[src/hdl/nsfc_pkg.sv]
package nsfc_pkg;

  // Framing characters.
  localparam logic [7:0] CH_START = 8'h24;
  localparam logic [7:0] CH_END   = 8'h0A;
  localparam logic [7:0] CH_STAR  = 8'h2A;

  // Default limit on bytes per sentence, the dollar included.
  localparam int unsigned MAX_LEN_DEF = 128;

  // Sentence headers, the first character in the high byte.
  localparam logic [39:0] HDR_GPGGA = 40'h4750474741;
  localparam logic [39:0] HDR_GPRMC = 40'h4750524D43;
  localparam logic [39:0] HDR_PGRME = 40'h5047524D45;
  localparam logic [39:0] HDR_GPGST = 40'h4750475354;

  // Number of header characters that identify a sentence.
  localparam logic [7:0] HDR_CHARS = 8'd5;

  typedef enum logic [1:0] {
    ST_OK       = 2'd0,
    ST_MISMATCH = 2'd1,
    ST_NO_SUM   = 2'd2,
    ST_OVERFLOW = 2'd3
  } status_t;

  typedef enum logic [2:0] {
    KIND_OTHER = 3'd0,
    KIND_GPGGA = 3'd1,
    KIND_GPRMC = 3'd2,
    KIND_PGRME = 3'd3,
    KIND_GPGST = 3'd4
  } kind_t;

  // One result word as it leaves the block.
  typedef struct packed {
    status_t     status;
    kind_t       sentence_kind;
    logic [7:0]  computed_sum;
    logic [7:0]  received_sum;
    logic [7:0]  body_length;
  } result_t;

  // Result word together with its valid flag, from the core to the output stage.
  typedef struct packed {
    logic    valid;
    result_t data;
  } result_msg_t;

  // Hex digit decode: bit 4 flags a legal digit, bits 3:0 carry its value.
  function automatic logic [4:0] hex_digit(input logic [7:0] c);
    logic [4:0] r;
    r = 5'd0;
    if (c >= 8'h30 && c <= 8'h39) begin
      r = {1'b1, 4'(c - 8'h30)};
    end else if (c >= 8'h41 && c <= 8'h46) begin
      r = {1'b1, 4'(c - 8'h37)};
    end else if (c >= 8'h61 && c <= 8'h66) begin
      r = {1'b1, 4'(c - 8'h57)};
    end
    return r;
  endfunction

  // Sentence kind from the first five body characters.
  function automatic kind_t kind_of(input logic [39:0] hdr, input logic [7:0] count);
    kind_t k;
    k = KIND_OTHER;
    if (count >= HDR_CHARS) begin
      if (hdr == HDR_GPGGA) begin
        k = KIND_GPGGA;
      end else if (hdr == HDR_GPRMC) begin
        k = KIND_GPRMC;
      end else if (hdr == HDR_PGRME) begin
        k = KIND_PGRME;
      end else if (hdr == HDR_GPGST) begin
        k = KIND_GPGST;
      end
    end
    return k;
  endfunction

endpackage

[src/hdl/nsfc_core.sv]
module nsfc_core import nsfc_pkg::*; #(
  parameter int unsigned MAX_LEN = MAX_LEN_DEF
) (
  input  logic        clk,
  input  logic        rst_n,
  input  logic        step,
  input  logic [7:0]  rx_byte,
  output result_msg_t res
);

  logic        in_sentence_r, in_sentence_nxt;
  logic [7:0]  pending_char_r, pending_char_nxt;
  logic        pending_valid_r, pending_valid_nxt;
  logic [7:0]  running_xor_r, running_xor_nxt;
  logic        star_seen_r, star_seen_nxt;
  logic [1:0]  after_star_r, after_star_nxt;
  logic [7:0]  hex_value_r, hex_value_nxt;
  logic        hex_ok_r, hex_ok_nxt;
  logic [7:0]  char_count_r, char_count_nxt;
  logic [39:0] header_r, header_nxt;

  logic        sum_ok;
  logic        overflow;
  logic [8:0]  bytes_so_far;
  logic [4:0]  digit;

  localparam logic [8:0] LIMIT = 9'(MAX_LEN);

  // Bytes since the dollar, the dollar and this byte included.
  assign bytes_so_far = 9'd2 + {1'b0, char_count_r} + {8'd0, pending_valid_r};
  assign overflow     = bytes_so_far >= LIMIT;
  assign sum_ok       = star_seen_r && (after_star_r == 2'd2) && hex_ok_r;
  assign digit        = hex_digit(pending_char_r);

  // Next sentence state and the result of this word.
  always_comb begin
    in_sentence_nxt   = in_sentence_r;
    pending_char_nxt  = pending_char_r;
    pending_valid_nxt = pending_valid_r;
    running_xor_nxt   = running_xor_r;
    star_seen_nxt     = star_seen_r;
    after_star_nxt    = after_star_r;
    hex_value_nxt     = hex_value_r;
    hex_ok_nxt        = hex_ok_r;
    char_count_nxt    = char_count_r;
    header_nxt        = header_r;
    res               = '0;

    if (step) begin
      if (!in_sentence_r) begin
        if (rx_byte == CH_START) begin
          in_sentence_nxt = 1'b1;
        end
      end else if (rx_byte == CH_END || overflow) begin
        res.valid = 1'b1;
        if (rx_byte == CH_END) begin
          res.data.status        = sum_ok ? ((running_xor_r == hex_value_r) ? ST_OK
                                                                            : ST_MISMATCH)
                                          : ST_NO_SUM;
          res.data.sentence_kind = kind_of(header_r, char_count_r);
          res.data.computed_sum  = running_xor_r;
          res.data.received_sum  = sum_ok ? hex_value_r : 8'd0;
          res.data.body_length   = char_count_r;
        end else begin
          res.data.status = ST_OVERFLOW;
        end
        in_sentence_nxt = 1'b0;
      end else begin
        // Commit the held-back character, then hold back this one.
        if (pending_valid_r) begin
          if (char_count_r < HDR_CHARS) begin
            header_nxt = {header_r[31:0], pending_char_r};
          end
          char_count_nxt = char_count_r + 8'd1;
          if (!star_seen_r) begin
            if (pending_char_r == CH_STAR) begin
              star_seen_nxt = 1'b1;
            end else begin
              running_xor_nxt = running_xor_r ^ pending_char_r;
            end
          end else begin
            if (after_star_r < 2'd2) begin
              if (!digit[4]) begin
                hex_ok_nxt = 1'b0;
              end else begin
                hex_value_nxt = {hex_value_r[3:0], digit[3:0]};
              end
            end
            if (after_star_r != 2'd3) begin
              after_star_nxt = after_star_r + 2'd1;
            end
          end
        end
        pending_char_nxt  = rx_byte;
        pending_valid_nxt = 1'b1;
      end

      // A dollar while hunting or the end of a sentence starts from a clean slate.
      if ((!in_sentence_r && rx_byte == CH_START) || res.valid) begin
        pending_char_nxt  = 8'd0;
        pending_valid_nxt = 1'b0;
        running_xor_nxt   = 8'd0;
        star_seen_nxt     = 1'b0;
        after_star_nxt    = 2'd0;
        hex_value_nxt     = 8'd0;
        hex_ok_nxt        = 1'b1;
        char_count_nxt    = 8'd0;
        header_nxt        = 40'd0;
      end
    end
  end

  // Sentence state registers.
  always_ff @(posedge clk) begin
    if (!rst_n) begin
      in_sentence_r   <= 1'b0;
      pending_char_r  <= 8'd0;
      pending_valid_r <= 1'b0;
      running_xor_r   <= 8'd0;
      star_seen_r     <= 1'b0;
      after_star_r    <= 2'd0;
      hex_value_r     <= 8'd0;
      hex_ok_r        <= 1'b1;
      char_count_r    <= 8'd0;
      header_r        <= 40'd0;
    end else begin
      in_sentence_r   <= in_sentence_nxt;
      pending_char_r  <= pending_char_nxt;
      pending_valid_r <= pending_valid_nxt;
      running_xor_r   <= running_xor_nxt;
      star_seen_r     <= star_seen_nxt;
      after_star_r    <= after_star_nxt;
      hex_value_r     <= hex_value_nxt;
      hex_ok_r        <= hex_ok_nxt;
      char_count_r    <= char_count_nxt;
      header_r        <= header_nxt;
    end
  end

endmodule

[config.mk]
export PLATFORM = sky130hd
export DESIGN_NAME = nsfc_core
export DESIGN_NICKNAME = d
export VERILOG_FILES = /design/src/hdl/nsfc_pkg.sv /design/src/hdl/nsfc_core.sv
export SDC_FILE = /design/constraint.sdc
export NUM_CORES = 1
export LEC_CHECK = 0
export BUFFER_PORTS_ARGS = -buffer_cell sky130_fd_sc_hd__buf_2
export CAP_MARGIN = 5
export CORE_MARGIN = 2
export CORE_UTILIZATION = 49
export DETAILED_ROUTE_END_ITERATION = 6
export GPL_TIMING_DRIVEN = 0
export MAX_ROUTING_LAYER = met4
export PLACE_DENSITY = 0.75
export SYNTH_ARGS = -nofsm -noshare
export SYNTH_HDL_FRONTEND = slang
export SYNTH_SLANG_ARGS = --single-unit
[constraint.sdc]
create_clock -name clk -period 2.35 [get_ports clk]
set_input_delay 0.47 -clock clk [delete_from_list [all_inputs] [get_ports clk]]
set_output_delay 0.47 -clock clk [all_outputs]
set_load 0.005 [all_outputs]
==> impl_table.tex <==
\begin{tabular}{lr}
\hline
Metric & Value \\
\hline
\multicolumn{2}{l}{\textbf{Status}} \\
\quad Result of the run & finished, violations left \\
\quad Violated checks & setup timing \\
\multicolumn{2}{l}{\textbf{STA}} \\
\quad Portion of the clock cycle consumed by the worst path in the final layout & 117.9\% \\
\quad Upper clock frequency limit & 360.8 MHz \\
\quad Count of endpoints failing setup in the final report & 108 \\
\quad Setup\_tns & -22.62 ns \\
\quad Post-layout min period & 2.772 ns \\
\quad Hold\_ws & 0.3466 ns \\
\quad Setup repair after global routing missed its margin & yes \\
\quad Final count of hold timing violations & 0 \\
\quad Transition at the pin with the smallest max-transition slack & between 0.8 and 0.9 ns \\
\quad Max-slew violation count & 0 \\
\quad Skew final & 0.008015 ns \\
\quad Relative slew slack & $\sim$44\% \\
\quad Setup ws final & -0.4218 ns \\
\multicolumn{2}{l}{\textbf{Cells and area}} \\
\quad Core occupancy in the finished layout & 70.41\% \\
\quad Commonest non-fill, non-tap cell in the layout & dfxtp\_1 \\
\quad Layout Area Growth over Synthesis & 40.79\% \\
\quad Net count of the finished layout & 609 \\
\quad Number of diodes & 0 \\
\quad Layout cell share with drive strength beyond 1 & 34.97\% \\
\quad Most used cells in the layout excluding fill and tap cells & dfxtp\_1, nand2\_1, mux2i\_1 \\
\multicolumn{2}{l}{\textbf{Drt}} \\
\quad First-pass DRT Iterations & 5 \\
\quad DR WL/cell & around 21 um \\
\quad Detailed Route Iter0 Violations & 348 \\
\quad Vias per Instance & 6.389 \\
\quad Final routed wirelength across all metal layers & 15000 um \\
\quad DRT antenna net count & 0 \\
\quad Count of unresolved DRC violations after routing & 0 \\
\quad Via total after detailed routing & 4472 \\
\multicolumn{2}{l}{\textbf{Run}} \\
\quad Number of max-cap violations & 0 \\
\multicolumn{2}{l}{\textbf{Yosys}} \\
\quad Multiplexer share of the synthesized area & 9.316\% \\
\quad Library cells used by synthesis & 59 \\
\quad Commonest register cell after synthesis & dfxtp\_1 \\
\quad Yosys Warn Count & 0 \\
\quad Average cell area after synthesis & between 8 and 9 um2 \\
\quad Largest family of logic cells by synthesized area & simple AND/OR/NAND/NOR gates \\
\quad Post-Synth Adder-Cell Area & 3.202\% \\
\quad Largest cells by area after synthesis & dfxtp\_1, mux2i\_1, a21o\_1 \\
\quad Post-synthesis register bit count & 78 \\
\quad Post-synthesis instance area & 4298 um2 \\
\quad Synthesized netlist cell count & approximately 490 \\
\quad Post-synthesis sequential area ratio & 36.33\% \\
\quad Share of the synthesized netlist area taken by xor and xnor gates & 2.242\% \\
\quad Simple-gate portion of the synthesized area & 22.88\% \\
\quad Cell accounting for the most synthesized area & dfxtp\_1 \\
\quad Number of enable-type register cells in the synthesized netlist & 0 \\
\quad Share of the synthesized area in the top cell type & 36.33\% \\
\quad Fraction of the mapped netlist area in compound gates & between 20 and 25\% \\
\quad Async set-reset flop share out of synthesis & 0\% \\
\quad Syn\_nets & around 510 \\
\multicolumn{2}{l}{\textbf{CTS}} \\
\quad Reg clk slew, reported paths & 0.08 ns \\
\quad Clock tree root driver cell & clkbuf\_8 \\
\quad CTS tree & yes \\
\quad H-tree levels & 3 \\
\quad Max Buffers Root-to-Sink & 2 \\
\quad Total of hold buffers inserted after clock tree synthesis & 0 \\
\quad Sink Count & 78 \\
\quad Latest clock arrival within the worst-skew pair & 0.36 ns \\
\quad CTS buffer count & 9 \\
\multicolumn{2}{l}{\textbf{Floorplan}} \\
\quad Area of the core & 8593 um2 \\
\quad Starting Density & 50.01\% \\
\quad Die extent in y & 97.66 um \\
\quad Ports placed on the boundary & 41 \\
\quad Standard-cell row count & 34 \\
\quad Area of the die & between 9000 and 10000 um2 \\
\quad Die width & roughly 98 um \\
\multicolumn{2}{l}{\textbf{Place}} \\
\quad Gp weighted congestion & 0.8565 \\
\quad Setup Slack @ Placement & -0.4658 ns \\
\quad DP HPWL & 8423 um \\
\quad Total of buffers placed on input and output ports & 39 \\
\multicolumn{2}{l}{\textbf{Worst setup path}} \\
\quad Slowest stage cell, crit path & or4b\_4 \\
\quad Cells along the critical path & or4b\_4 > or4\_4 > nor3\_2 > nand2\_1 > a221oi\_2 > buf\_2 \\
\quad Largest driver fanout on the critical path & 2 \\
\quad CP required & 1.88 ns \\
\quad Worst setup path class & reg2out \\
\quad Count of buffering cells on the critical path with inverters included & 1 \\
\quad Setup crit end kind & output port \\
\quad Arrival time at the worst endpoint & $\sim$2.3 ns \\
\quad Family with the most delay on the worst path & simple AND/OR/NAND/NOR gates \\
\quad Startpoint Class & flop \\
\quad Max incr delay on CP & 0.54 ns \\
\multicolumn{2}{l}{\textbf{Min path}} \\
\quad Hold Path Class & in2reg \\
\multicolumn{2}{l}{\textbf{GRT}} \\
\quad Largest net degree at the start of global routing & 14 \\
\quad Overall Global Routing Usage & 27.71\% \\
\quad Number of antenna violations at the first check in global routing & 0 \\
\quad Wire length of the first global-routing pass & 20530 um \\
\quad Total grt overflow & 0 \\
\quad Vias in the first global route & around 4.1k \\
\multicolumn{2}{l}{\textbf{Power and ir drop}} \\
\quad Static leakage & 2.327 nW \\
\quad VDD IR max & between 400 and 500 uV \\
\quad Power per cell area & 401.4 nW/um2 \\
\hline
\end{tabular}
cell usage after synthesis (all sizes together) (3+ instances only):
cell and count:
a211oi 4, xnor2 3, o31ai 7, nand3 12, nand4b 3, dfxtp 78
o211ai 15, xor2 8, and2 19, nand2b 3, a211o 4, a32o 8
mux2i 40, nor3 14, nor4b 9, nand2 61, buf 7, a21oi 14
clkbuf 25, inv 22, a22oi 8, nor2 17, o21ai 9, nor4 4
nand4 6, a21o 33, or4 10, nor3b 6, ha 11
power breakdown:
| part | switching, mW | internal, mW | total [mW] |
|---|---|---|---|
| Combinational | 0.0621 | 0.0348 | 0.0970 |
| Clock | 0.520 | 0.494 | 1.01 |
| Sequential | 0.000409 | 1.32 | 1.32 |
final cells by class:
type / instances / area, um2
plain buffers: 29 / 241.5
clock buffers: 11 / 131.4
clock inverters: 5 / 58.81
fillers: 598 / 2542
inverters: 22 / 82.58
multi-input cells: 361 / 2998
flip-flops and latches: 78 / 1575
well taps: 108 / 135.1
repair buffers: 86 / 828.3
tightest hold or removal path: cells and delay by family:
kind / cells / cell delay [ns]
simple gates: 1 / 0.09
buf+inv: 1 / 0.07
compound gates: 1 / 0.05
state kept, by name, summed over array words and instances (netlist names):
name and count:
after_star_r 2, char_count_r 8, header_r 40, hex_ok_r 1
hex_value_r 8, in_sentence_r 1, pending_char_r 8, pending_valid_r 1
running_xor_r 8, star_seen_r 1
per-stage QoR:
step / cells / total power, mW / instance area, um2
floorplan: 492 / 1.383 / 4317
global placement: 639 / 1.410 / 4647
detailed placement: 639 / 1.411 / 4647
CTS: 669 / 2.405 / 5211
global route: 700 / 2.496 / 6051
finish: 700 / 2.429 / 6051
what timing repair did:
action                     4_1_cts  5_1_grt
gates cloned                     2        7
pin swaps                       16       50
gates resized for setup         65      136
setup endpoints to repair       97      102
buffers inserted                13       28
metal layers:
layer	global-route usage, %	up-vias	routed length, um
li1	-	2001	-
met2	44.88	222	7342
met4	10.79	0	799
met5	-	-	0
met3	6.331	66	1123
met1	33.63	2183	5730
kinds of logic (layout without fill, tap and decap cells):
family | count (synthesis) | after routing
xor+xnor | 11 | 11
mux | 40 | 40
flops | 78 | 78
buf+inv | 54 | 153
fa+ha+maj | 11 | 11
compound gates | 118 | 118
simple gates | 180 | 181
path summary, 6_finish.rpt:
path,slack (ns),startpoint,cells past startpoint,end
worst max-delay path,-0.42,header_r[27],6,res[25]
worst min-delay path,0.35,rx_byte[7],3,pending_char_r[7]
worst max register to register,-0.11,char_count_r[4],8,header_r[20]
worst min register to register,0.47,hex_ok_r,2,hex_ok_r
Note: power is estimated with default switching activity, not from simulation.
